[src/rtl/completion_due_time_predictor_core_assert.svh]
// Assertion macros for the completion due-time predictor.
// Needs nothing but the clock and reset names handed to each use.
`ifndef COMPLETION_DUE_TIME_PREDICTOR_CORE_ASSERT_SVH
`define COMPLETION_DUE_TIME_PREDICTOR_CORE_ASSERT_SVH

// same-cycle implication
`define CDTP_ASSERT_NOW(lbl, clk, rst_n, ante, cons) \
    lbl: assert property (@(posedge clk) disable iff (!(rst_n)) (ante) |-> (cons)) \
        else $error("cdtp assertion failed");

// next-cycle implication
`define CDTP_ASSERT_NEXT(lbl, clk, rst_n, ante, cons) \
    lbl: assert property (@(posedge clk) disable iff (!(rst_n)) (ante) |=> (cons)) \
        else $error("cdtp assertion failed");

`endif

[src/rtl/cdtp_pkg.sv]
// Shared types and constants of the completion due-time predictor.
// No dependencies.
package cdtp_pkg;

    localparam int TIME_BITS_DEF = 64;
    localparam int MILLE_BITS    = 10;
    localparam int MILLE         = 1000;
    localparam int RATE_BITS     = 63;

    localparam logic [1:0] ST_RUNNING  = 2'd0;
    localparam logic [1:0] ST_COMPLETE = 2'd2;

    typedef enum logic [1:0] {
        KIND_DONE,
        KIND_STALL,
        KIND_ERR,
        KIND_RUN
    } kind_t;

    typedef struct packed {
        logic [1:0]         proc_state;
        logic [63:0]        proc_ident;
        logic [63:0]        last_eval_time;
        logic [63:0]        work_left;
        logic signed [63:0] rate_mille;
        logic [63:0]        earliest_time;
    } in_item_t;

    typedef struct packed {
        logic        event_present;
        logic        error_code;
        logic [63:0] due_tick;
        logic [63:0] event_ident;
        logic [63:0] expected_eval;
    } out_item_t;

    // side data that rides along the divider
    typedef struct packed {
        kind_t       kind;
        logic [63:0] ident;
        logic [63:0] last;
        logic [63:0] nb;
        logic [63:0] stall_due;
    } side_t;

endpackage

[src/rtl/cdtp_prep.sv]
// Entry stage: decode, masking, stall due time and work x 1000.
// Uses cdtp_pkg.
module cdtp_prep #(
    parameter int TIME_BITS = cdtp_pkg::TIME_BITS_DEF
) (
    input  logic                                   aclk,
    input  logic                                   aresetn,
    input  logic                                   en,
    input  logic                                   in_vld,
    input  cdtp_pkg::in_item_t                     in_data,
    input  logic [63:0]                            stall_interval,
    output logic                                   vld_reg,
    output cdtp_pkg::side_t                        side_reg,
    output logic [TIME_BITS+cdtp_pkg::MILLE_BITS-1:0] dq_reg,
    output logic [cdtp_pkg::RATE_BITS-1:0]         div_reg
);
    localparam int DW = TIME_BITS + cdtp_pkg::MILLE_BITS;

    logic [TIME_BITS-1:0]     last_t, nb_t, work_t, stall_t, anchor;
    logic [TIME_BITS:0]       ssum;
    logic                     rate_pos;
    cdtp_pkg::side_t          side_next;
    logic [DW-1:0]            dq_next;

    always_comb begin
        last_t   = in_data.last_eval_time[TIME_BITS-1:0];
        nb_t     = in_data.earliest_time[TIME_BITS-1:0];
        work_t   = in_data.work_left[TIME_BITS-1:0];
        stall_t  = stall_interval[TIME_BITS-1:0];
        rate_pos = (in_data.rate_mille != '0) && !in_data.rate_mille[63];
        anchor   = (last_t > nb_t) ? last_t : nb_t;
        ssum     = {1'b0, anchor} + {1'b0, stall_t};

        side_next.ident     = in_data.proc_ident;
        side_next.last      = 64'(last_t);
        side_next.nb        = 64'(nb_t);
        side_next.stall_due = ssum[TIME_BITS] ? 64'({TIME_BITS{1'b1}})
                                              : 64'(ssum[TIME_BITS-1:0]);
        if (in_data.proc_state == cdtp_pkg::ST_COMPLETE) begin
            side_next.kind = cdtp_pkg::KIND_DONE;
        end else if (in_data.proc_state != cdtp_pkg::ST_RUNNING || !rate_pos) begin
            side_next.kind = cdtp_pkg::KIND_STALL;
        end else if (work_t == '0) begin
            side_next.kind = cdtp_pkg::KIND_ERR;
        end else begin
            side_next.kind = cdtp_pkg::KIND_RUN;
        end
        dq_next = {{cdtp_pkg::MILLE_BITS{1'b0}}, work_t} * DW'(cdtp_pkg::MILLE);
    end

    always_ff @(posedge aclk) begin
        if (!aresetn) begin
            vld_reg <= 1'b0;
        end else if (en) begin
            vld_reg <= in_vld;
        end
    end

    always_ff @(posedge aclk) begin
        if (en) begin
            side_reg <= side_next;
            dq_reg   <= dq_next;
            div_reg  <= in_data.rate_mille[cdtp_pkg::RATE_BITS-1:0];
        end
    end

endmodule

[config.mk]
export PLATFORM = sky130hd
export DESIGN_NAME = cdtp_prep
export DESIGN_NICKNAME = d
export VERILOG_FILES = /design/src/rtl/completion_due_time_predictor_core_assert.svh /design/src/rtl/cdtp_pkg.sv /design/src/rtl/cdtp_prep.sv
export SDC_FILE = /design/constraint.sdc
export NUM_CORES = 1
export LEC_CHECK = 0
export BUFFER_PORTS_ARGS = -buffer_cell sky130_fd_sc_hd__clkbuf_2
export CORE_AREA = 2 2 306 308
export CTS_CLUSTER_SIZE = 10
export DETAILED_ROUTE_END_ITERATION = 16
export DIE_AREA = 0 0 308 310
export PLACE_DENSITY = 0.55
export RECOVER_POWER = 100
export SLEW_MARGIN = 20
export SYNTH_ARGS = -nofsm -noshare
export SYNTH_HDL_FRONTEND = slang
export SYNTH_SLANG_ARGS = --single-unit
[constraint.sdc]
create_clock -name aclk -period 6.6 [get_ports aclk]
set_clock_uncertainty 0.2 [all_clocks]
set_input_delay 0.99 -clock aclk [delete_from_list [all_inputs] [get_ports aclk]]
set_output_delay 0.99 -clock aclk [all_outputs]
set_load 0.02 [all_outputs]
# Word-level counts from Yosys, hierarchy flattened
# Cells that the tools add are included.
# W data, S select, Z words.
[word_totals]
reg_bits = 393
in_bits = 390
output_inout_bits = 396
wordCells = 24
[classes]
addsub = 1
multipliers = 1
order_cmp = 1
eq_ne = 1
mux = 3
reduce_logical = 8
[ops]
columns = ["operator", "count"]
rows = [
  ["$mul A64 B7 Y71 const B", 1],
  ["$add A64 B64 Y65", 1],
  ["$gt A64 B64 Y1", 1],
  ["$logic_not A64 Y1", 1],
  ["$mux W64", 1],
  ["$reduce_bool A64 Y1", 1],
  ["$eq A2 B2 Y1 const B", 1],
  ["$logic_not A1 Y1", 2],
  ["$mux W1", 2],
  ["$reduce_bool A2 Y1", 1],
  ["$reduce_or A2 Y1", 1],
  ["$logic_and A1 B1 Y1", 1],
  ["$logic_or A1 B1 Y1", 1],
]

# Logic depth before layout (Yosys ltp)
[logic_depth]
word_depth = 5
depth_mapped = 27
depth_no_buf = 25

# Worst setup path after synthesis
# No wires, ideal clock.
[synth_path]
path_kind = "input -> register"
from = "input in_data[1] in the netlist's numbering"
to = "register side_reg[53] in the netlist's numbering, data pin"
setup_time_ps = 263
arrival_ps = 5612
t_required_ps = 6137
path_slack_ps = 525
cell_stages = 26
path_buffers = 3
path_cell_list = "inv_1 ha_1 nor2b_1 o21a_1 o21ai_0 a21oi_1 o211ai_1 nand3_1 a221o_1 a221oi_1 a41oi_1 buf_2 buf_2 mux2_2 ha_1 buf_2 a21oi_2 o21ai_1 a21o_1 a211o_1 a31oi_4 o21ai_2 a221o_1 a21bo_1 a221oi_2 mux2i_1"
[synth_between]
elab_chain_cells = 3
[synth_lines]
columns = ["item", "line", "source"]
rows = [
  ["start: declaration", "cdtp_prep.sv:10", "input cdtp_pkg::in_item_t in_data,"],
  ["$gt A64 B64 Y1", "cdtp_prep.sv:31", "anchor = (last_t > nb_t) ? last_t : nb_t;"],
  ["$mux W64 (*)", "cdtp_prep.sv:31", ""],
  ["$add A64 B64 Y65 (*)", "cdtp_prep.sv:32", "ssum = {1'b0, anchor} + {1'b0, stall_t};"],
  ["end signal: assignment", "cdtp_prep.sv:61", "side_reg <= side_next;"],
  ["end: declaration", "cdtp_prep.sv:13", "output cdtp_pkg::side_t side_reg,"],
]
# Every way passes the cells marked *; elsewhere a longest branch is shown, timed or not.
# A chain may end at the register's enable or synchronous reset.

# Worst setup path after layout
[layout_path]
from = "input in_data[39] in the netlist's numbering"
to = "register side_reg[33] in the netlist's numbering, data pin"
# The elaborated chain is that of the path after synthesis.

==> results.py <==
metrics = {
    "run_status": {
        "status": "finished with violations",
        "failed_checks": "max-capacitance violations, max-slew violations",
    },
    "sta": {
        "period_share_pct": 95.23,
        "fin_crit_ns": 6.285,
        "maxClockFrequency_ghz": 0.1591,
        "worstMarginPinSlew_ns": 5.181,
        "finalHoldViolCount": 0,
        "postLayoutSetupSlackWorst_ns": 0.3151,
        "unrepaired_setup_endpoints_after_global_routing": "no",
        "setup_failing_eps_final": 0,
        "hold-worst-slack_ns": 0.3414,
        "timing.slew.headroom_pct": -245.4,
        "report.final.slew_viol_count": 88,
    },
    "floorplan": {
        "die_area_um2": 95480,
        "floorplan.initialDensity_pct": 32.51,
        "fp.dieW_um": 308,
        "core.rowCount": 112,
        "core_area_um2": 92490,
        "die-height_um": 310,
        "ios": 786,
    },
    "final_layout": {
        "filler_cell_count": 9336,
        "area.growth.synth_to_final_pct": 28.73,
        "count_of_nets_after_finishing": 4705,
        "final_layout_size_suffix_gt1_share_pct": 18.92,
        "postLayoutCoreUtil_pct": 41.85,
        "max_ffs_per_register": 258,
    },
    "grt": {
        "gr-total-overflow": 0,
        "largest_net_degree_at_the_start_of_global_routing": 138,
        "grt_antenna_before_repair": 20,
        "first_pass_grt_wire_length_um": 155800,
        "gr-usage-all-layers_pct": 22.10,
        "vias_in_the_first_global_route": 24322,
    },
    "power_and_ir_drop": {
        "ir_drop_v": 0.0002830,
        "swShare_pct": 44.44,
        "net-switching-power_mw": 7.094,
        "seqPwrFrac_pct": 23.5,
        "cell_internal_power_dissipation_mw": 8.869,
        "clock_power_share_pct": 16.1,
        "combinationalPowerShare_pct": 60.4,
        "cellLeakagePower_nw": 17.23,
        "total_power_mw": 15.96,
        "total_power_density_per_cell_area_nw_per_um2": 412.4,
    },
    "worst_setup_path": {
        "end_kind": "register",
        "cpMostUsedCell": "buf_4",
        "critPathMaxStageDelay_ns": 0.37,
        "cp-start-kind": "input pin",
        "cp.required_ns": 6.76,
        "cp_slowest_cell": "mux2_1",
        "crit_type": "in -> reg",
        "critical_path_peak_fanout": 15,
        "critPathArrivalTime_ns": 6.44,
    },
    "drt": {
        "detail_route.iter0.violations": 1556,
        "antenna_violating_nets_post_route": 0,
        "detail_route.wl_per_cell_um": 21.70,
        "routed-via-count": 24076,
        "drt_drc_violations_left": 0,
        "first_pass_iters": 5,
        "post_drt_via_cell_ratio": 4.820,
        "final_routed_wirelength_um": 108400,
    },
    "clocking": {
        "clkLatencyLatePin_ns": 0.60,
        "clkTransAtPathRegs_ns": 0.05,
        "cts_inserted_buffers": 51,
        "cts_buffer_depth": 3,
        "clock_tree.htree_level_count": 2,
        "tritoncts": "done",
        "clock_tree.root_cell": "clkbuf_16",
        "clock_sinks": 393,
    },
    "placement": {
        "place.gp.congestion": 0.9278,
        "port-buffer-count": 782,
        "hpwl_um": 92140,
        "detailedPlace.worstSlack_ns": -0.4426,
    },
    "synthesis": {
        "synth.yosys.warnings": 0,
        "synth_top_cell_by_area": "edfxtp_1",
        "yosys_most_used_dff": "edfxtp_1",
        "edff_count_synth": 392,
        "most_instantiated_cells_after_synthesis": "inv_1 (393), edfxtp_1 (392), ha_1 (309), fa_1 (247), a21oi_1 (175)",
        "synth_most_common_cell": "inv_1",
        "synth_top_area_share_pct": 39.15,
        "postSynthCellCount": 2629,
        "synthesis.area_per_instance_um2": 11.44,
        "mappedNetlistArea_um2": 30070,
        "synth.area.top_cells": "edfxtp_1 (39%), fa_1 (16%), ha_1 (13%)",
        "synth-async-reset-ratio_pct": 0,
        "synth.ff_latch_count": 393,
        "netlist-cell-type-count": 73,
        "ys_seq_area_share_pct": 39.21,
    },
    "run": {
        "max_capacitance_violation_total": 1,
    },
    "hold_path": {
        "hp-class": "reg -> reg",
    },
}
[worst paths after layout]
path | start | endpoint | slack (ns) | cells after the start
worst max register to register | vld_reg | vld_reg | 5.68 | 2
worst min register to register | vld_reg | vld_reg | 0.34 | 2
worst max-delay path | in_data[39] | side_reg[33] | 0.32 | 25
worst min-delay path | vld_reg | vld_reg | 0.34 | 2
[power by group through the flow]
stage | clock, mW | sequential [mW] | combinational [mW]
floorplan | 0 | 4.32 | 5.66
global placement | 0 | 3.79 | 9.80
detailed placement | 0 | 3.80 | 9.75
CTS | 2.65 | 3.76 | 9.85
global route | 2.74 | 3.78 | 10.7
finish | 2.57 | 3.75 | 9.64
[logic make-up (layout without fill, tap and decap cells)]
| kind of cell | Yosys count | after routing | synth area share, % |
|---|---|---|---|
| muxes | 70 | 70 | 2.597 |
| DFF | 393 | 393 | 39.21 |
| adders and majority gates | 556 | 556 | 29.30 |
| AOI/OAI and AO/OA | 556 | 556 | 11.99 |
| other | 1 | 17 | 0.01247 |
| buffers and inverters | 470 | 1623 | 6.021 |
| xor gates and xnor gates | 114 | 114 | 3.321 |
| and+or+nand+nor | 469 | 469 | 7.544 |
[layer usage]
metal | global-route usage [%] | up-vias | wire length (um)
met3 | 3.869 | 161 | 6594
met4 | 8.701 | 4 | 4179
met2 | 38.09 | 724 | 53190
li1 | - | 11530 | -
met1 | 27.52 | 11657 | 44430
met5 | 0 | - | 18
[repair_timing]
| action | in CTS | in global routing |
|---|---|---|
| setup buffers | 0 | 0 |
| hold buffers | 0 | 0 |
| endpoints found under the setup margin | 0 | 10 |
| resized for setup | 0 | 2 |
[metrics by stage]
step,setup TNS [ns],cells,cell area (um2)
final,0,4995,38710
after global routing,0,4993,38700
after CTS,0,4981,39530
after detailed placement,-16.48,4903,38050
after global placement,-12.85,4903,38050
after floorplan,0,2631,30080
[final cells by class]
class	instances	area [um2]	share of cell area [%]
sequential	393	11790	30.46
antenna	14	35.03	0.09051
multi-input combinational	1768	16500	42.62
clock inverter	20	177.7	0.4590
inverter	393	1475	3.811
tap	1197	1498	3.869
timing repair buffer	1152	5929	15.32
clock buffer	58	1303	3.365
[critical path, delay by kind of cell]
kind,cells,cell delay [ns]
muxes,1,0.37
adders and majority gates,2,0.50
buffers and inverters,8,1.66
and+or+nand+nor,3,0.62
AOI/OAI and AO/OA,11,2.30
[placed cells by master (no fill, tap or decap), types with 7 or more instances in the layout]
master,count
diode_2,14
buf_4,319
nand3_1,29
and2_1,7
o21a_1,17
mux2_2,63
ha_1,309
xor2_1,48
o211ai_1,7
nand4_1,69
nor2_1,101
clkbuf_1,599
a21oi_1,175
o21ai_0,99
a211oi_1,10
o21bai_1,27
o31ai_1,9
a21o_1,115
and3_1,15
nor2b_1,13
nor4_1,30
or3_1,8
nand2_1,151
or2_2,7
a31oi_1,17
edfxtp_1,392
clkbuf_4,10
nor3_1,17
fa_1,247
a21boi_0,8
clkbuf_2,225
xnor2_1,66
clkinv_1,7
inv_1,393
clkbuf_16,51
nand2b_1,10
No activity file was read; power rests on OpenSTA's default activity.
