### src/rtl/completion_due_time_predictor_core_assert.svh
// Assertion macros for the completion due-time predictor.
// Needs nothing but the clock and reset names handed to each use.
`ifndef COMPLETION_DUE_TIME_PREDICTOR_CORE_ASSERT_SVH
`define COMPLETION_DUE_TIME_PREDICTOR_CORE_ASSERT_SVH

// same-cycle implication
`define CDTP_ASSERT_NOW(lbl, clk, rst_n, ante, cons) \
    lbl: assert property (@(posedge clk) disable iff (!(rst_n)) (ante) |-> (cons)) \
        else $error("cdtp assertion failed");

// next-cycle implication
`define CDTP_ASSERT_NEXT(lbl, clk, rst_n, ante, cons) \
    lbl: assert property (@(posedge clk) disable iff (!(rst_n)) (ante) |=> (cons)) \
        else $error("cdtp assertion failed");

`endif

### src/rtl/cdtp_pkg.sv
// Shared types and constants of the completion due-time predictor.
// No dependencies.
package cdtp_pkg;

    localparam int TIME_BITS_DEF = 64;
    localparam int MILLE_BITS    = 10;
    localparam int MILLE         = 1000;
    localparam int RATE_BITS     = 63;

    localparam logic [1:0] ST_RUNNING  = 2'd0;
    localparam logic [1:0] ST_COMPLETE = 2'd2;

    typedef enum logic [1:0] {
        KIND_DONE,
        KIND_STALL,
        KIND_ERR,
        KIND_RUN
    } kind_t;

    typedef struct packed {
        logic [1:0]         proc_state;
        logic [63:0]        proc_ident;
        logic [63:0]        last_eval_time;
        logic [63:0]        work_left;
        logic signed [63:0] rate_mille;
        logic [63:0]        earliest_time;
    } in_item_t;

    typedef struct packed {
        logic        event_present;
        logic        error_code;
        logic [63:0] due_tick;
        logic [63:0] event_ident;
        logic [63:0] expected_eval;
    } out_item_t;

    // side data that rides along the divider
    typedef struct packed {
        kind_t       kind;
        logic [63:0] ident;
        logic [63:0] last;
        logic [63:0] nb;
        logic [63:0] stall_due;
    } side_t;

endpackage

### src/rtl/cdtp_fin.sv
// Last two stages: round up and saturate the tick count, then add,
// clamp to the not-before time and build the result item. Uses cdtp_pkg.
module cdtp_fin #(
    parameter int TIME_BITS = cdtp_pkg::TIME_BITS_DEF
) (
    input  logic                                      aclk,
    input  logic                                      aresetn,
    input  logic                                      en,
    input  logic                                      vld,
    input  cdtp_pkg::side_t                           side,
    input  logic [TIME_BITS+cdtp_pkg::MILLE_BITS-1:0] quo,
    input  logic [cdtp_pkg::RATE_BITS-1:0]            rem,
    output logic                                      vld_reg,
    output cdtp_pkg::out_item_t                       item_reg
);
    logic                 a_vld_reg;
    cdtp_pkg::side_t      a_side_reg;
    logic [TIME_BITS-1:0] ticks_reg, ticks_next;
    logic [TIME_BITS:0]   sum;
    logic [TIME_BITS-1:0] due;
    cdtp_pkg::out_item_t  item_next;

    always_comb begin
        ticks_next = (|quo[TIME_BITS+cdtp_pkg::MILLE_BITS-1:TIME_BITS])
                   ? {TIME_BITS{1'b1}} : quo[TIME_BITS-1:0];
        if (!(&ticks_next) && rem != '0) begin
            ticks_next = ticks_next + TIME_BITS'(1);
        end
    end

    always_comb begin
        sum = {1'b0, a_side_reg.last[TIME_BITS-1:0]} + {1'b0, ticks_reg};
        due = sum[TIME_BITS] ? {TIME_BITS{1'b1}} : sum[TIME_BITS-1:0];
        if (due < a_side_reg.nb[TIME_BITS-1:0]) begin
            due = a_side_reg.nb[TIME_BITS-1:0];
        end
        item_next = '0;
        case (a_side_reg.kind)
            cdtp_pkg::KIND_DONE: begin
                item_next = '0;
            end
            cdtp_pkg::KIND_STALL: begin
                item_next.event_present = 1'b1;
                item_next.due_tick      = a_side_reg.stall_due;
                item_next.event_ident   = a_side_reg.ident;
                item_next.expected_eval = a_side_reg.last;
            end
            cdtp_pkg::KIND_ERR: begin
                item_next.error_code  = 1'b1;
                item_next.event_ident = a_side_reg.ident;
            end
            cdtp_pkg::KIND_RUN: begin
                item_next.event_present = 1'b1;
                item_next.due_tick      = 64'(due);
                item_next.event_ident   = a_side_reg.ident;
                item_next.expected_eval = a_side_reg.last;
            end
            default: begin
                item_next = '0;
            end
        endcase
    end

    always_ff @(posedge aclk) begin
        if (!aresetn) begin
            a_vld_reg <= 1'b0;
            vld_reg   <= 1'b0;
        end else if (en) begin
            a_vld_reg <= vld;
            vld_reg   <= a_vld_reg;
        end
    end

    always_ff @(posedge aclk) begin
        if (en) begin
            a_side_reg <= side;
            ticks_reg  <= ticks_next;
            item_reg   <= item_next;
        end
    end

endmodule
### config.mk
export PLATFORM = sky130hd
export DESIGN_NAME = cdtp_fin
export DESIGN_NICKNAME = d
export VERILOG_FILES = /design/src/rtl/completion_due_time_predictor_core_assert.svh /design/src/rtl/cdtp_pkg.sv /design/src/rtl/cdtp_fin.sv
export SDC_FILE = /design/constraint.sdc
export NUM_CORES = 1
export LEC_CHECK = 0
export ABC_AREA = 0
export BUFFER_PORTS_ARGS = -buffer_cell sky130_fd_sc_hd__buf_2
export CORE_ASPECT_RATIO = 1.2
export CORE_MARGIN = 2
export CORE_UTILIZATION = 45
export CTS_CLUSTER_SIZE = 20
export DETAILED_ROUTE_END_ITERATION = 10
export HOLD_SLACK_MARGIN = 0.03
export PLACE_DENSITY = 0.65
export SETUP_SLACK_MARGIN = 0.5
export SKIP_LAST_GASP = 1
export SLEW_MARGIN = 40
export SYNTH_ARGS = -nofsm -noshare
export SYNTH_HDL_FRONTEND = slang
export SYNTH_SLANG_ARGS = --single-unit
export TNS_END_PERCENT = 100
### constraint.sdc
create_clock -name aclk -period 11.7 [get_ports aclk]
set_input_delay 1.17 -clock aclk [delete_from_list [all_inputs] [get_ports aclk]]
set_output_delay 1.17 -clock aclk [all_outputs]
set_load 0.05 [all_outputs]
Yosys cells after proc, flatten, opt, wreduce, memory -nomap -nowiden
Index checks and enable logic that the tools add are counted.
{"block": "op_classes", "add_sub_neg": 2, "order_cmp": 1, "n_eq_ne": 3, "muxes": 8, "reduce_logical": 8}
{"operator": "64-bit 2-to-1 mux", "count": 4}
{"operator": "64-bit one-hot mux with 2 select lines", "count": 2}
{"operator": "64-bit by 64-bit adder with 65-bit output", "count": 1}
{"operator": "64-bit by 1-bit adder with 64-bit output (second input constant)", "count": 1}
{"operator": "64-bit less-than comparator", "count": 1}
{"operator": "64-bit AND reduction", "count": 1}
{"operator": "63-bit nonzero test", "count": 1}
{"operator": "10-bit OR reduction", "count": 1}
{"operator": "2-bit equality test (second input constant)", "count": 2}
{"operator": "3-bit OR reduction", "count": 1}
{"operator": "2-bit by 1-bit equality test with 1-bit output (second input constant)", "count": 1}
{"operator": "2-bit zero test", "count": 1}
{"operator": "1-bit 2-to-1 mux", "count": 2}
{"operator": "2-bit OR reduction", "count": 1}
{"operator": "1-bit logical AND", "count": 1}
{"operator": "1-bit zero test", "count": 1}
{"block": "word_totals", "ff_bits": 518, "input_bits": 399, "output_inout_bits": 195, "word_cells": 35}

Depth between registers and ports, before layout
{"block": "depth", "word_depth": 6, "ltp_mapped": 27, "depth_no_buf": 24}

Least setup slack after synthesis
OpenSTA, ideal clock, no wires.
{"block": "synth_path", "path_kind": "register to register", "start": "reg a_side_reg[128] (netlist bit)", "end": "reg item_reg[164] (netlist bit) (data pin)", "setup_ns": 0.259, "t_arrival_ns": 5.701, "t_required_ns": 11.441, "path_slack_ns": 5.740, "stages_incl_launch_ff": 28, "n_path_buf": 5, "synth_period_minus_slack_ns": 5.960, "cell_sequence": "edfxtp_1 > ha_1 > fa_1 > a211oi_1 > o21ai_0 > o21ai_0 > nand3_1 > a21oi_1 > o31a_1 > o21a_1 > clkbuf_1 > buf_1 > buf_1 > nand2_1 > ha_1 > a21o_1 > a21o_1 > a21oi_1 > o21bai_1 > a221oi_1 > o21ai_0 > a211o_1 > a21oi_1 > clkbuf_1 > clkbuf_1 > nand2_1 > o211ai_1 > nand2_1"}
{"item": "start: declaration", "line": "cdtp_fin.sv:17", "rtl": "cdtp_pkg::side_t a_side_reg;"}
{"item": "start signal: assignment", "line": "cdtp_fin.sv:76", "rtl": "a_side_reg <= side;"}
{"item": "end signal: assignment", "line": "cdtp_fin.sv:78", "rtl": "item_reg <= item_next;"}
{"item": "end: declaration", "line": "cdtp_fin.sv:14", "rtl": "output cdtp_pkg::out_item_t item_reg"}

==> summary.txt <==
Run status
  • Status: finished, final reports clean

Layout
  • Most frequent cells in the layout: buf_2 (592), edfxtp_1 (516), nand2_1 (317)
  • Fraction of layout cells with a size suffix above 1: between 20% and 30%
  • Multi-input gate area: approximately 0.0091 mm²
  • Layout area overhead: 22.2%
  • Flip-flop count of the largest register after layout: 258
  • Layout Nets: roughly 3200
  • FILL cells: approximately 4800
  • Commonest non-fill, non-tap cell in the layout: buf_2
  • Sequential Area: 0.0155 mm²

Worst setup path
  • Highest cell delay on the worst timing path: 530 ps
  • FF-to-FF Start: a_side_reg[128]
  • R2R depth: 23
  • Setup crit end: item_reg[185]
  • Worst path required time: about 12000 ps
  • Critical-path cell list: ha_1 -> fa_1 -> a211oi_1 -> o21ai_0 -> o21ai_0 -> nand3_1 -> o22ai_1 -> a21bo_2 -> a21oi_1 -> a21boi_0 -> o21bai_1 -> xnor2_1 -> nand2_1 -> ha_1 -> and4_1 -> nand4_1 -> nor4_1 -> o2111a_1 -> a21oi_4 -> buf_4 -> nor2b_1 -> o21ai_0 -> a22o_1
  • Family with the most delay on the worst path: compound AO/OA/AOI/OAI gates
  • CP max-delay cell: nor2b_1
  • R2R Path End: item_reg[185]
  • CP most frequent cell: o21ai_0
  • Register-to-register setup slack: approximately 4900 ps
  • Crit path max fanout: 46
  • Worst setup path class: flip-flop to flip-flop
  • Crit. Startpoint: a_side_reg[128]
  • Critical path capture point type: flip-flop
  • CP Depth: 23
  • Buf/Inv on CP: 1
  • Critical Path AT: 7120 ps
  • CP startpoint kind: flip-flop

Timing
  • Setup violators final: 0
  • Total negative slack: 0 ps
  • Final period utilization: 57.9%
  • Worst Skew: between 20 and 25 ps
  • Slew Limit Fails: 0
  • Final hold viol count: 0
  • Worst slew margin relative to its limit: between 40% and 50%
  • Slew @ Worst Pin: ~790 ps
  • Setup ws final: between 4000 and 5000 ps
  • FMAX: between 100 and 150 MHz
  • Min Tclk post-route: 6770 ps
  • RSZ-0062 raised after global routing: false

Placed design
  • Post-Place Setup Slack: approximately 5000 ps
  • Post-DP HPWL: between 50000 and 60000 µm
  • GPL Wtd Cong: approximately 0.95
  • Port Buffers: roughly 600

Pwr
  • Leak: 0.0127 µW
  • Power density cells: 166 mW/mm²
  • Final Power: between 5000 and 6000 µW
  • Worst VDD drop: between 0.1 and 0.15 mV

CTS
  • Cts repair resizes: 0
  • Clock Sinks: 518
  • Depth of the CTS H-tree: 2
  • Latest clock arrival within the worst-skew pair: 610 ps
  • CTS tree: yes
  • CTS Buf Count: 52
  • Root Buffer: clkbuf_16
  • Hold buffers post-CTS: 0
  • Post-CTS Setup Bufs: 0
  • CTS max path bufs: 3
  • Clock-pin slew on the worst setup and hold paths: 70 ps

Detailed routing
  • DRT Pass-1 Iters: 5
  • First-iteration detailed-routing DRC count: about 1300
  • Via count: roughly 19000
  • # DRC: 0
  • Routed Antenna Nets: 0
  • Via-per-instance ratio: 5.42
  • DR WL/cell: approximately 22 µm
  • Final wirelength: approximately 75000 µm

Logic synthesis
  • Syn_nets: 2648
  • Post-synthesis cell type count: 68
  • Top cell type's share of synthesized area: 61.3%
  • Post-synthesis cell count: 2120
  • Top post-synthesis cells by area: edfxtp_1 (61%), ha_1 (6.3%), nand2_1 (4.7%), a21oi_1 (2.4%), o21ai_0 (2.4%)
  • Syn Std Cell Area: approximately 0.025 mm²
  • Primary FF master, synth: edfxtp_1
  • Cell taking the most area after synthesis: edfxtp_1
  • Ys async rst share: 0%
  • Number of synthesized flops with an enable pin: 516
  • Register bit total from synthesis: approximately 520
  • Synthesized area per cell: about 12 µm²
  • Yosys warning total: 0
  • Sequential-to-total area share from yosys stat: between 60% and 70%

Floorplan
  • IO Pins: 594
  • Core Box Area: about 0.056 mm²
  • Starting Density: 45.3%
  • Die width: roughly 220 µm
  • Die area: about 0.058 mm²
  • Row cnt: 95
  • Die span in y: approximately 260 µm

Global route
  • Initial antenna violation count: 18
  • GRT Resource Usage Total: 25.2%
  • Largest net degree at the start of global routing: 174
  • First-pass GRT wire length: ~110000 µm
  • Grt total ovfl: 0
  • Vias in the first global route: around 19000

Run
  • Maxcap violations: 0

Worst hold path
  • Hold WC Path Type: flip-flop to flip-flop
==> report_power, final <==
| part | total (µW) | internal, µW | switching (µW) |
|---|---|---|---|
| combinational | 1130 | 353 | 772 |
| clock | 1740 | 1000 | 736 |
| sequential | 2280 | 2220 | 61.4 |
==> synthesized netlist by cell type, drive strengths merged (17+ instances only) <==
library cell and number:
inv 92, a21o 43, o21bai 17, nor2 63, nor3 30, xnor2 39
a31oi 20, nand3 51, xor2 45, nand2 318, and2 74, o211ai 41
edfxtp 516, nor2b 79, nand4 41, a21oi 123, ha 128, o21ai 121
nor4 29, clkbuf 66, and3 27
==> cell type report <==
class | instances | area share [%]
repair buffers | 609 | 10.3
flip-flops and latches | 518 | 50.3
clock buffers | 56 | 4.26
inverters | 92 | 1.12
multi-input cells | 1430 | 29.5
diodes | 13 | 0.105
well taps | 727 | 2.94
clock inverters | 40 | 1.49
==> worst reg2reg max path, stage by stage, from the launching register on <==
cell and delay (ps):
edfxtp_1 380, ha_1 250, fa_1 430, a211oi_1 220, o21ai_0 200, o21ai_0 270
nand3_1 200, o22ai_1 460, a21bo_2 250, a21oi_1 140, a21boi_0 340, o21bai_1 150
xnor2_1 250, nand2_1 110, ha_1 330, and4_1 250, nand4_1 170, nor4_1 450
o2111a_1 300, a21oi_4 70, buf_4 280, nor2b_1 560, o21ai_0 220, a22o_1 230
==> cells by family (layout without fill, tap and decap cells) <==
logic type	after synthesis	count (layout)	synth area share, %
AND/OR/NAND/NOR	750	750	14.6
flip-flops	518	518	61.5
AO/OA/AOI/OAI	462	462	11.8
buffers and inverters	172	797	2.57
adder cells (fa/ha/maj)	129	129	6.42
XOR/XNOR	84	84	2.91
multiplexers	5	5	0.203
other	0	13	0
==> how the worst min path moves through the flow <==
| stage | startpoint | endpoint | slack (ps) | cells after the start |
|---|---|---|---|---|
| final | a_side_reg[16] | item_reg[144] | 520 | 2 |
| after global routing | a_side_reg[11] | item_reg[139] | 540 | 2 |
| after CTS | a_side_reg[4] | item_reg[132] | 520 | 2 |
| after detailed placement | a_side_reg[4] | item_reg[132] | 500 | 2 |
| after global placement | vld_reg | vld_reg | 490 | 2 |
| after floorplan | a_vld_reg | a_vld_reg | 480 | 2 |
==> routing by layer <==
layer  up-vias  part of all wire (%)  wire length (µm)  GRT usage, %
met4        10                   2.7              2040          7.84
met1      8963                    40             30100          31.7
met5         -                  0.10                76             0
met3       116                   8.2              6180          5.80
li1       9060                     -                 -             -
met2       754                    49             36800          43.0
==> per-stage QoR <==
step	util (%)	cells	hold WS, ps	cell area, µm²
after CTS	55.3	3470	517	30800
final	55.4	3485	519	30900
after global routing	55.4	3483	544	30900
after global placement	52.0	3373	492	29000
after detailed placement	52.1	3374	500	29000
after floorplan	-	2120	482	25300
Power figures use the tool's default switching activity.
