[src/rtl/completion_due_time_predictor_core_assert.svh]
// Assertion macros for the completion due-time predictor.
// Needs nothing but the clock and reset names handed to each use.
`ifndef COMPLETION_DUE_TIME_PREDICTOR_CORE_ASSERT_SVH
`define COMPLETION_DUE_TIME_PREDICTOR_CORE_ASSERT_SVH

// same-cycle implication
`define CDTP_ASSERT_NOW(lbl, clk, rst_n, ante, cons) \
    lbl: assert property (@(posedge clk) disable iff (!(rst_n)) (ante) |-> (cons)) \
        else $error("cdtp assertion failed");

// next-cycle implication
`define CDTP_ASSERT_NEXT(lbl, clk, rst_n, ante, cons) \
    lbl: assert property (@(posedge clk) disable iff (!(rst_n)) (ante) |=> (cons)) \
        else $error("cdtp assertion failed");

`endif

[src/rtl/cdtp_pkg.sv]
// Shared types and constants of the completion due-time predictor.
// No dependencies.
package cdtp_pkg;

    localparam int TIME_BITS_DEF = 64;
    localparam int MILLE_BITS    = 10;
    localparam int MILLE         = 1000;
    localparam int RATE_BITS     = 63;

    localparam logic [1:0] ST_RUNNING  = 2'd0;
    localparam logic [1:0] ST_COMPLETE = 2'd2;

    typedef enum logic [1:0] {
        KIND_DONE,
        KIND_STALL,
        KIND_ERR,
        KIND_RUN
    } kind_t;

    typedef struct packed {
        logic [1:0]         proc_state;
        logic [63:0]        proc_ident;
        logic [63:0]        last_eval_time;
        logic [63:0]        work_left;
        logic signed [63:0] rate_mille;
        logic [63:0]        earliest_time;
    } in_item_t;

    typedef struct packed {
        logic        event_present;
        logic        error_code;
        logic [63:0] due_tick;
        logic [63:0] event_ident;
        logic [63:0] expected_eval;
    } out_item_t;

    // side data that rides along the divider
    typedef struct packed {
        kind_t       kind;
        logic [63:0] ident;
        logic [63:0] last;
        logic [63:0] nb;
        logic [63:0] stall_due;
    } side_t;

endpackage

[src/rtl/cdtp_div_step.sv]
// One restoring-division step: one quotient bit per stage.
// Uses cdtp_pkg.
module cdtp_div_step #(
    parameter int DW = cdtp_pkg::TIME_BITS_DEF + cdtp_pkg::MILLE_BITS
) (
    input  logic                           aclk,
    input  logic                           aresetn,
    input  logic                           en,
    input  logic                           vld,
    input  cdtp_pkg::side_t                side,
    input  logic [DW-1:0]                  dq,
    input  logic [cdtp_pkg::RATE_BITS-1:0] rem,
    input  logic [cdtp_pkg::RATE_BITS-1:0] div,
    output logic                           vld_reg,
    output cdtp_pkg::side_t                side_reg,
    output logic [DW-1:0]                  dq_reg,
    output logic [cdtp_pkg::RATE_BITS-1:0] rem_reg,
    output logic [cdtp_pkg::RATE_BITS-1:0] div_reg
);
    logic [cdtp_pkg::RATE_BITS:0]   rs, diff;
    logic                           ge;
    logic [cdtp_pkg::RATE_BITS-1:0] rem_next;
    logic [DW-1:0]                  dq_next;

    always_comb begin
        rs       = {rem, dq[DW-1]};
        diff     = rs - {1'b0, div};
        ge       = rs >= {1'b0, div};
        rem_next = ge ? diff[cdtp_pkg::RATE_BITS-1:0] : rs[cdtp_pkg::RATE_BITS-1:0];
        dq_next  = {dq[DW-2:0], ge};
    end

    always_ff @(posedge aclk) begin
        if (!aresetn) begin
            vld_reg <= 1'b0;
        end else if (en) begin
            vld_reg <= vld;
        end
    end

    always_ff @(posedge aclk) begin
        if (en) begin
            side_reg <= side;
            dq_reg   <= dq_next;
            rem_reg  <= rem_next;
            div_reg  <= div;
        end
    end

endmodule

[config.mk]
export PLATFORM = sky130hd
export DESIGN_NAME = cdtp_div_step
export DESIGN_NICKNAME = d
export VERILOG_FILES = /design/src/rtl/completion_due_time_predictor_core_assert.svh /design/src/rtl/cdtp_pkg.sv /design/src/rtl/cdtp_div_step.sv
export SDC_FILE = /design/constraint.sdc
export NUM_CORES = 1
export LEC_CHECK = 0
export BUFFER_PORTS_ARGS = -buffer_cell sky130_fd_sc_hd__buf_2
export CAP_MARGIN = 20
export CORE_AREA = 2 2 362 364
export CTS_CLUSTER_DIAMETER = 100
export CTS_CLUSTER_SIZE = 20
export DETAILED_ROUTE_END_ITERATION = 16
export DIE_AREA = 0 0 364 366
export GPL_ROUTABILITY_DRIVEN = 1
export PLACE_DENSITY_LB_ADDON = 0.25
export SETUP_SLACK_MARGIN = 0.15
export SYNTH_ARGS = -nofsm -noshare
export SYNTH_HDL_FRONTEND = slang
export SYNTH_SLANG_ARGS = --single-unit
[constraint.sdc]
create_clock -name aclk -period 5.95 [get_ports aclk]
set_input_delay 0.595 -clock aclk [delete_from_list [all_inputs] [get_ports aclk]]
set_output_delay 0.595 -clock aclk [all_outputs]
set_load 0.1 [all_outputs]
### Word-level counts from Yosys, hierarchy flattened

Cells that the tools add are included.

* word-level logic and storage cells: 12
* bits in registers: 459
* output and inout bits: 459

* $lt $le $gt $ge: 1
* add/subtract/negate cells: 1
* muxes and demuxes: 1

Operator list (count)
* 64-bit by 63-bit greater-or-equal comparator with 1-bit output: 1
* 63-bit two-way mux: 1
* 63-bit subtractor: 1

### Logic depth before layout (Yosys ltp)

Gate-level depths: netlist of the first run.

* depth in word-level cells: 2
* depth in mapped cells: 14

### Worst setup path before layout of the first run

No wires, ideal clock.

* path type: input-to-reg
* from: input dq[73]
* to: register rem_reg[58] in the netlist's numbering, data pin
* stages on the path: 13
* arrival time: 2.939 ns
* path slack: 2.744 ns
* path buffers: 0
* library setup time: 0.267 ns
* cells stage by stage: inv_1 > ha_1 > fa_1 > nand2b_1 > a21oi_1 > o211ai_1 > o211ai_1 > o211ai_1 > and2_4 > o41ai_2 > a31oi_2 > mux2i_1 > o31ai_1

* longest elaborated chain between the ends: 2

RTL lines
* from (decl): line cdtp_div_step.sv:11 `input logic [DW-1:0] dq,`
* 63-bit subtractor / 64-bit by 63-bit greater-or-equal comparator with 1-bit output (equally long branches): line cdtp_div_step.sv:27, cdtp_div_step.sv:28
* 63-bit two-way mux (*): line cdtp_div_step.sv:29 `rem_next = ge ? diff[cdtp_pkg::RATE_BITS-1:0] : rs[cdtp_pkg::RATE_BITS-1:0];`
* via rem_next, one bit: line cdtp_div_step.sv:22 `logic [cdtp_pkg::RATE_BITS-1:0] rem_next;`
* to (signal assigned): line cdtp_div_step.sv:45 `rem_reg <= rem_next;`
* to (decl): line cdtp_div_step.sv:17 `output logic [cdtp_pkg::RATE_BITS-1:0] rem_reg,`

Mark *: on every way through the listed nets, which the timed path passes. The rest lies on a longest branch.
A chain may end at the register's enable or synchronous reset.

### Worst setup path in the final report of the first run

Same ends and word-level chain as after synthesis.

==> impl_metrics.csv, run 1 <==
group,metric,value,unit
routing,drt_first_pass_iters,5,
setup_path,path_max_fanout,4,
clock_tree,cts.sink_count,459,
routing,ant_nets,0,
placement,placed_area,25300,sq um
sta,skew,0,ns
setup_path,crit_arrival,3.96,ns
die,die-area,133000,sq um
run_status,status,"completed",
setup_path,ff2ff_setup_slack,5.36,ns
yosys,synth_nets,1768,
yosys,synth_cell_types,71,
die,initial_core_util,14.4,%
routing,drc_errors,0,
routing,vias,14300,
clock_tree,clock_path_buffers,3,
die,fp.dieW,364,um
grt,grt_pass1_vias,14100,
setup_path,crit_chain,"buf_2 -> inv_1 -> ha_1 -> fa_1 -> nand2b_1 -> a21oi_1 -> o211ai_1 -> o211ai_1 -> o211ai_1 -> and2_4 -> o41ai_2 -> a31oi_2 -> mux2i_1 -> o31ai_1",
clock_tree,cts_resized,0,
setup_path,critPathMaxStageDelay,0.56,ns
yosys,yosysSeqAreaShare,74.3,%
clock_tree,postCtsSetupBuffers,0,
clock_tree,clk_pin_slew,0.09,ns
sta,setup_viol,0,
yosys,yosysTopAreaCell,"edfxtp_1",
yosys,synth_top_area_share,74.2,%
setup_path,cp_slowest_cell,"o41ai_2",
placement,dp_hpwl,81800,um
yosys,synthArstFlopShare,0,%
layout,layout_commonest_cell,"buf_2",
grt,grt-busiest-layer,"met2",
yosys,syn_inst,1242,
placement,gp_congestion,0.814,
layout,largest_reg_flops,258,
hold_path,min_path_type,"in2reg",
sta,finalHoldViolCount,0,
routing,dr.first_iter.drc_count,1068,
yosys,synth_area_leaders,"edfxtp_1 (74%), ha_1 (4.3%), o21ai_0 (2.6%), nand2_1 (2.4%), a21oi_1 (2.2%)",
yosys,synthFlopType,"edfxtp_1",
sta,drv_slew,0,
die,io_pins,921,
setup_path,path_buf_inv,2,
placement,port_buffers,920,
yosys,synth_edf_count,458,
flow_run,max-cap-violations,0,
grt,gr-usage-met2,23.2,%
layout,final_area,26600,sq um
die,die_h,366,um
layout,nNetsFinal,2699,
grt,grt_pass1_wl,126000,um
grt,grt_use_met1,15.2,%
die,rows,132,
routing,via_per_inst,3.61,
die,fp.coreArea,129000,sq um
routing,wl,97900,um
yosys,synth.avg_cell_area,14.9,sq um
sta,relSlewSlack,31.5,%
yosys,ys_warn_count,0,
setup_path,setup.worst_path.class,"in2reg",
sta,worst_pin_slew,1.03,ns
setup_path,cp_data_required_time,6.29,ns
sta,min_period_over_period,60.9,%
sta,setup_tns,0,ns
grt,grtUsageMet3,8.22,%
grt,grt_use_total,14.1,%
sta,post-route-min-period,3.62,ns
power,power_density,381,nW/um^2
sta,rsz0062_at_grt,"false",
clock_tree,cts_root_buf,"clkbuf_16",
grt,antenna_found_initial,87,
clock_tree,ctsHtreeMaxLevel,2,
layout,nFillCells,14100,
power,p_leak,10.9,nW
clock_tree,holdBufCountCts,0,
layout,final_cell_mix,"buf_2 (919), edfxtp_1 (458), nand2_1 (118), o21ai_0 (96), inv_1 (87)",
clock_tree,numCtsBuffers,40,
layout,layout-drive-gt1-share,46.2,%
yosys,synth-seq-cells,459,
grt,grt_remaining_overflow,0,
setup_path,cp-end-kind,"register",
grt,grt_max_degree,163,
layout,area_growth_syn_to_layout,43.5,%
sta,fmax,0.276,GHz
setup_path,cp_top_family,"compound AO/OA/AOI/OAI gates",
routing,routedWlPerCell,24.8,um
yosys,synthesis.area,18500,sq um
clock_tree,cts_tree,"done",
clock_tree,worstSkewPairLatency,0.59,ns
setup_path,crit_top_cell,"o211ai_1",
setup_path,startpoint_type,"primary input",
power,peakVddDrop,0.219,mV
## cells in the mapped netlist, types with 3 or more instances
cell type,count
a211oi_1,9
o31ai_1,4
edfxtp_1,458
o221ai_1,3
inv_1,87
ha_1,63
and2_1,3
xnor2_1,32
a21o_1,15
nor2_1,43
and3_1,5
nand2b_1,6
o211ai_1,8
o21bai_1,16
clkbuf_1,20
a31oi_1,3
nor2b_1,7
a21oi_1,80
o21a_1,10
o21ai_0,96
nor3_1,14
buf_2,15
nand3_1,12
o21ai_1,13
xor2_1,25
nand2_1,118
nand4_1,23
## logic make-up (layout without fill, tap and decap cells)
| family | count (synthesis) | in the layout | share of synthesized area, % |
|---|---|---|---|
| XOR/XNOR | 57 | 57 | 2.69 |
| buffers and inverters | 125 | 1078 | 2.67 |
| flip-flops | 459 | 459 | 74.3 |
| multiplexers | 5 | 5 | 0.290 |
| AO/OA/AOI/OAI | 287 | 287 | 9.64 |
| AND/OR/NAND/NOR | 245 | 245 | 6.07 |
| adder cells (fa/ha/maj) | 64 | 64 | 4.36 |
| other | 0 | 14 | 0 |
## per-layer routing
metal,routed length (um),up-vias
li1,-,6523
met1,35500,6853
met2,46100,680
met3,13500,169
met4,2590,50
met5,287,-
## power breakdown
part	internal [mW]	switching [mW]
registers	3.90	0.0819
logic	0.502	2.83
clock network	1.35	1.48
## area by class of cell
cell class / instances / area (sq um) / share of cell area, %
flip-flops and latches: 459 / 13800 / 51.8
repair buffers: 926 / 4700 / 17.7
multi-input cells: 658 / 4270 / 16.1
well taps: 1742 / 2180 / 8.19
clock buffers: 41 / 1000 / 3.78
inverters: 88 / 330 / 1.24
clock inverters: 23 / 308 / 1.16
diodes: 14 / 35.0 / 0.132
## worst paths after layout
path,from,end,cells past startpoint
max,dq[73],rem_reg[58],14
max reg2reg,vld_reg,vld_reg,2
min,side[154],side_reg[154],1
min reg2reg,vld_reg,vld_reg,2
## metrics by stage
step                      power, mW  setup WS [ns]  hold WS (ns)  util (%)  std cells
after floorplan                6.56           2.74         0.694         -       1242
after detailed placement       7.42           1.65         0.508      19.6       3873
after global placement         7.43           1.66         0.497      19.6       3873
after global routing           10.6           2.07        0.0816      20.6       3941
final                          10.1           2.33         0.138      20.6       3951
after CTS                      10.4           2.31        0.0627      20.6       3937
Note: power is estimated with default switching activity, not from simulation.
==> inputs of run 2 (changes only) <==
Settings changed: ABC_AREA set to 1, CORE_AREA 2 2 362 364 to 2 2 356 358, DIE_AREA 0 0 364 366 to 0 0 358 360.
Clock period 5.95 ns to 3.3 ns, I/O delays scaled along.
==> run 2 against run 1 <==
Against the previous run:
- die area decreased by 3.3%
- worst setup slack lost 2.0 ns
- flip-flop and latch count unchanged
- cell count increased by 30%
- synthesized area grew 12%
- sequential power grew 81%
- register-to-register slack got worse by 3.3 ns
- synthesized cell count rose by 62%
- clock power up 76%
- via count grew 36%
- total power increased by 89%
- critical endpoint is now rem_reg[44]
==> impl_metrics.csv, run 2 <==
group,metric,value,unit
clock_tree,worstSkewPairLatency,0.60,ns
die,io_pins,921,
clock_tree,clk_pin_slew,0.09,ns
routing,drc_errors,0,
placement,placed_area,27600,sq um
yosys,synth_fa_ha_area_share,3.90,%
run_status,status,"completed",
routing,vias,19400,
yosys,synth-compound-area-share,1.32,%
die,die_h,360,um
sta,worst_pin_slew,0.768,ns
power,power_density,573,nW/um^2
sta,whs,0.0344,ns
yosys,synth-seq-cells,459,
routing,routedWlPerCell,25.9,um
yosys,synthFlopType,"edfxtp_1",
yosys,synth_cell_types,32,
die,die-area,129000,sq um
clock_tree,ctsHtreeMaxLevel,2,
setup_path,setup.worst_path.class,"in2reg",
setup_path,cp_data_required_time,3.77,ns
yosys,synth_nets,2538,
power,peakVddDrop,0.372,mV
sta,finalHoldViolCount,0,
routing,wl,133000,um
sta,setup_viol,0,
placement,port_buffers,920,
setup_path,cp-end-kind,"register",
hold_path,min_path_type,"in2reg",
placement,gp_congestion,0.921,
yosys,ys_warn_count,0,
grt,grt_use_total,19.9,%
grt,grt_max_degree,78,
clock_tree,numCtsBuffers,37,
grt,grt_pass1_wl,172000,um
placement,dp_hpwl,113000,um
yosys,yosys.area_share.simple,19.2,%
die,initial_core_util,16.6,%
sta,relSlewSlack,48.8,%
power,p_leak,15.8,nW
clock_tree,cts_root_buf,"clkbuf_16",
yosys,syn_inst,2012,
grt,grt_remaining_overflow,0,
yosys,yosysSeqAreaShare,66.4,%
grt,grt_pass1_vias,19600,
routing,via_per_inst,3.78,
yosys,synth.area.mux_share,0,%
setup_path,crit_arrival,3.49,ns
layout,fin_util,26.8,%
yosys,synth_edf_count,458,
layout,layout-drive-gt1-share,29.8,%
routing,ant_nets,0,
yosys,synthArstFlopShare,0,%
sta,fmax,0.331,GHz
yosys,synth.avg_cell_area,10.3,sq um
layout,final_area,33400,sq um
sta,skew,0,ns
grt,antenna_found_initial,56,
yosys,yosysTopAreaCell,"edfxtp_1",
clock_tree,clock_path_buffers,3,
yosys,synth-xor-area-share,1.27,%
sta,drv_slew,0,
clock_tree,cts_tree,"done",
setup_path,path_max_fanout,66,
clock_tree,postCtsSetupBuffers,0,
setup_path,ff2ff_setup_slack,2.07,ns
yosys,synth_most_common_cell,"nand2_1",
setup_path,startpoint_type,"primary input",
yosys,synth_top_area_share,66.3,%
clock_tree,cts.sink_count,459,
die,rows,130,
die,fp.coreArea,125000,sq um
yosys,synth_area_leaders,"edfxtp_1 (66%), nand2_1 (13%), inv_1 (7.1%), ha_1 (3.8%), nand3_1 (2.1%)",
yosys,synthesis.area,20700,sq um
layout,final_cell_mix,"buf_2 (919), nand2_1 (739), edfxtp_1 (458), dlygate4sd3_1 (453), inv_1 (394)",
yosys,synthTopCellsByCount,"nand2_1 (739), edfxtp_1 (458), inv_1 (394)",
yosys,synth_top_family_by_area,"simple AND/OR/NAND/NOR gates",
die,fp.dieW,358,um
sta,rsz0062_at_grt,"false",
sta,setup_tns,0,ns
sta,post-route-min-period,3.02,ns
flow_run,max-cap-violations,0,
power,total_power,19.2,mW
layout,largest_reg_flops,258,
layout,nFillCells,13600,
layout,layout_commonest_cell,"buf_2",
routing,dr.first_iter.drc_count,1208,
routing,drt_first_pass_iters,7,
layout,area_growth_syn_to_layout,61.2,%
sta,min_period_over_period,91.6,%
layout,nNetsFinal,3960,
## run 2: changes by cell type after synthesis, moves of 38 or more
cell,change
inv_1,+307
nand3_1,+77
nand2_1,+621
nor2_1,+62
o21ai_0,-88
a21oi_1,-38
## run 2: per-layer routing
metal	vias to the layer above	wire [um]	track usage (%)
met5	-	160	0
met4	26	4570	6.08
met3	152	12800	7.65
met2	707	62500	33.3
met1	9198	52900	23.3
li1	9282	-	-
## run 2: layout make-up
class                           instances  area (sq um)  share of cell area, %
Clock buffer                           39           955                   2.86
Inverter                              402          1510                   4.51
Sequential cell                       459         13800                   41.2
Tap cell                             1650          2060                   6.18
Timing Repair Buffer                 1396          9420                   28.2
Antenna cell                           23          57.6                  0.172
Multi-Input combinational cell       1138          5340                   16.0
Clock inverter                         20           312                  0.932
## run 2: where the power goes
part / switching, mW / internal (mW) / leakage, nW
sequential: 0.178 / 7.02 / 4.49
clock: 2.60 / 2.39 / 0.614
combinational: 5.68 / 1.30 / 10.7
## run 2: through the flow
| step | instances | worst slack [ns] |
|---|---|---|
| after floorplan | 2012 | 1.05 |
| after CTS | 5104 | 0.356 |
| final | 5127 | 0.278 |
| after global routing | 5116 | 0.174 |
| after detailed placement | 4592 | 0.244 |
| after global placement | 4592 | 0.239 |
## run 2: final timing paths
kind,cells past startpoint,startpoint,end
max,15,div[23],rem_reg[44]
min,1,side[59],side_reg[59]
max reg2reg,3,vld_reg,vld_reg
min reg2reg,3,vld_reg,vld_reg
## run 2: cells by family after synthesis
logic type                 count (synthesis)
adders and majority gates                 64
and+or+nand+nor                          991
AOI/OAI and AO/OA                         53
buffers and inverters                    415
DFF                                      459
xor gates and xnor gates                  30
## run 2: what timing repair did
item | in CTS | in global routing
setup endpoints to repair | 0 | 1
hold endpoints to repair | 452 | 0
hold buffers | 453 | 0
gates resized for setup | 0 | 1
## run 2: critical path, cell delays in order
cell and delay (ns):
dlygate4sd3_1 0.53, buf_2 0.21, inv_1 0.10, ha_1 0.38, nand2_1 0.14, nor2_2 0.27
nand2_1 0.19, nor2_2 0.18, nand4_1 0.14, nand3_2 0.11, nand2_2 0.06, nand2_4 0.10
buf_16 0.29, nand3_1 0.28, nand2_1 0.13
==> inputs of run 3 (changes only) <==
Settings changed: HOLD_SLACK_MARGIN set to 0.08.
==> run 3 against run 2 <==
Against the previous run:
- fmax grew 0.60%
- worst hold slack gained 0.12 ns
- largest power group unchanged
- global-route usage is essentially flat
- largest cell class unchanged
- sequential share of layout area shrank 0.052 points
- clock skew is the same
==> impl_metrics.csv, run 3 (same netlist as run 2, synthesis figures left out) <==
group,metric,value,unit
grt,grtUsageMet3,7.72,%
placement,dp_hpwl,113000,um
routing,vias,19400,
setup_path,path_max_fanout,66,
setup_path,cp_data_required_time,3.77,ns
power,p_leak,15.9,nW
power,peakVddDrop,0.368,mV
power,pwr-share-comb,36.4,%
grt,grt_use_total,19.9,%
grt,grt-busiest-layer,"met2",
sta,skew,0,ns
layout,multi_input_area,5340,sq um
placement,placedCellCount,4592,
routing,drt_first_pass_iters,8,
setup_path,crit_arrival,3.48,ns
layout,largest_reg_flops,258,
layout,seqCellArea,13800,sq um
layout,final_cell_mix,"buf_2 (919), nand2_1 (739), edfxtp_1 (458), dlygate4sd3_1 (457), inv_1 (394)",
grt,gr-usage-met2,33.3,%
grt,grt_remaining_overflow,0,
clock_tree,clock_path_buffers,3,
clock_tree,ctsHtreeMaxLevel,2,
sta,setup_viol,0,
sta,min_period_over_period,91.0,%
routing,dr.first_iter.drc_count,1318,
flow_run,max-cap-violations,0,
setup_path,startpoint_type,"primary input",
grt,antenna_found_initial,57,
die,fp.dieW,358,um
setup_path,ff2ff_setup_slack,2.07,ns
sta,worst_pin_slew,0.768,ns
clock_tree,clk_pin_slew,0.08,ns
routing,via_per_inst,3.78,
run_status,status,"completed",
sta,relSlewSlack,48.8,%
hold_path,min_path_type,"in2reg",
sta,drv_slew,0,
routing,wl,133000,um
layout,layout_commonest_cell,"buf_2",
die,die-area,129000,sq um
grt,grt_pass1_vias,19700,
power,power_density,573,nW/um^2
grt,grt_use_met1,23.2,%
clock_tree,worstSkewPairLatency,0.60,ns
routing,ant_nets,0,
power,pwr-share-clk,26.0,%
sta,setup_tns,0,ns
layout,fin_cells,5132,
placement,dp_slack,0.244,ns
power,switching_share,44.1,%
layout,layout-drive-gt1-share,29.8,%
layout,nFillCells,13600,
power,internal-power,10.7,mW
sta,fin_ws,0.296,ns
die,die_h,360,um
setup_path,setup.worst_path.class,"in2reg",
clock_tree,cts_tree,"done",
sta,rsz0062_at_grt,"false",
clock_tree,numCtsBuffers,37,
power,power.switching,8.46,mW
placement,gp_congestion,0.921,
die,rows,130,
die,io_pins,921,
sta,finalHoldViolCount,0,
grt,grt_pass1_wl,172000,um
placement,port_buffers,920,
layout,area_growth_syn_to_layout,61.4,%
die,initial_core_util,16.6,%
setup_path,cp-end-kind,"register",
routing,routedWlPerCell,25.9,um
power,seqPwrFrac,37.5,%
layout,nNetsFinal,3964,
routing,drc_errors,0,
die,fp.coreArea,125000,sq um
sta,post-route-min-period,3.00,ns
clock_tree,cts.sink_count,459,
sta,fmax,0.333,GHz
grt,grt_max_degree,78,
clock_tree,cts_root_buf,"clkbuf_16",
[run 3: changes by cell type in the layout (fill, tap and decap cells not counted)]
cell           change
dlygate4sd3_1      +4
diode_2            +1
[run 3: power groups by stage]
stage          sequential [mW]  combinational (mW)  clock [mW]
2_1_floorplan             11.0               0.945           0
3_3_place_gp              7.33                6.53           0
3_5_place_dp              7.32                6.53           0
4_1_cts                   7.21                7.07        5.23
5_1_grt                   7.25                7.30        5.37
6_report                  7.20                6.98        4.99
[run 3: worst max-delay path: stages]
cell	delay, ns
dlygate4sd3_1	0.53
buf_2	0.20
inv_1	0.10
ha_1	0.38
nand2_1	0.14
nor2_2	0.27
nand2_1	0.19
nor2_2	0.18
nand4_1	0.14
nand3_2	0.11
nand2_2	0.06
nand2_4	0.10
buf_16	0.29
nand3_1	0.28
nand2_1	0.13
[run 3: final timing paths]
path	start	endpoint	cells past startpoint
hold reg to reg	vld_reg	vld_reg	3
setup reg to reg	vld_reg	vld_reg	3
hold / removal	dq[73]	rem_reg[0]	3
setup / recovery	div[23]	rem_reg[44]	15
[run 3: stage by stage]
step | util (%) | instance area [sq um] | total power, mW | hold WS, ns
final | 26.8 | 33500 | 19.2 | 0.159
after CTS | 26.7 | 33400 | 19.5 | 0.140
after detailed placement | 22.1 | 27600 | 13.9 | 0.508
after floorplan | - | 20700 | 12.0 | 0.423
after global placement | 22.1 | 27600 | 13.9 | 0.506
after global routing | 26.8 | 33400 | 19.9 | 0.213
[run 3: timing repair]
| action | in CTS | in global routing |
|---|---|---|
| endpoints found under the hold margin | 456 | 0 |
| gates resized for setup | 0 | 1 |
| setup buffers | 0 | 0 |
| setup endpoints to repair | 0 | 1 |
| hold buffers | 457 | 0 |
[run 3: metal layers]
layer  vias up  part of all wire, %
li1       9294                    -
met1      9181                   40
met2       730                   47
met3       153                  9.6
met4        26                  3.4
met5         -                 0.12
[run 3: area by class of cell]
type | instances | area share (%)
Clock inverter | 20 | 0.931
Sequential cell | 459 | 41.2
Timing Repair Buffer | 1400 | 28.3
Tap cell | 1650 | 6.17
Inverter | 402 | 4.51
Antenna cell | 24 | 0.179
Multi-Input combinational cell | 1138 | 15.9
Clock buffer | 39 | 2.85
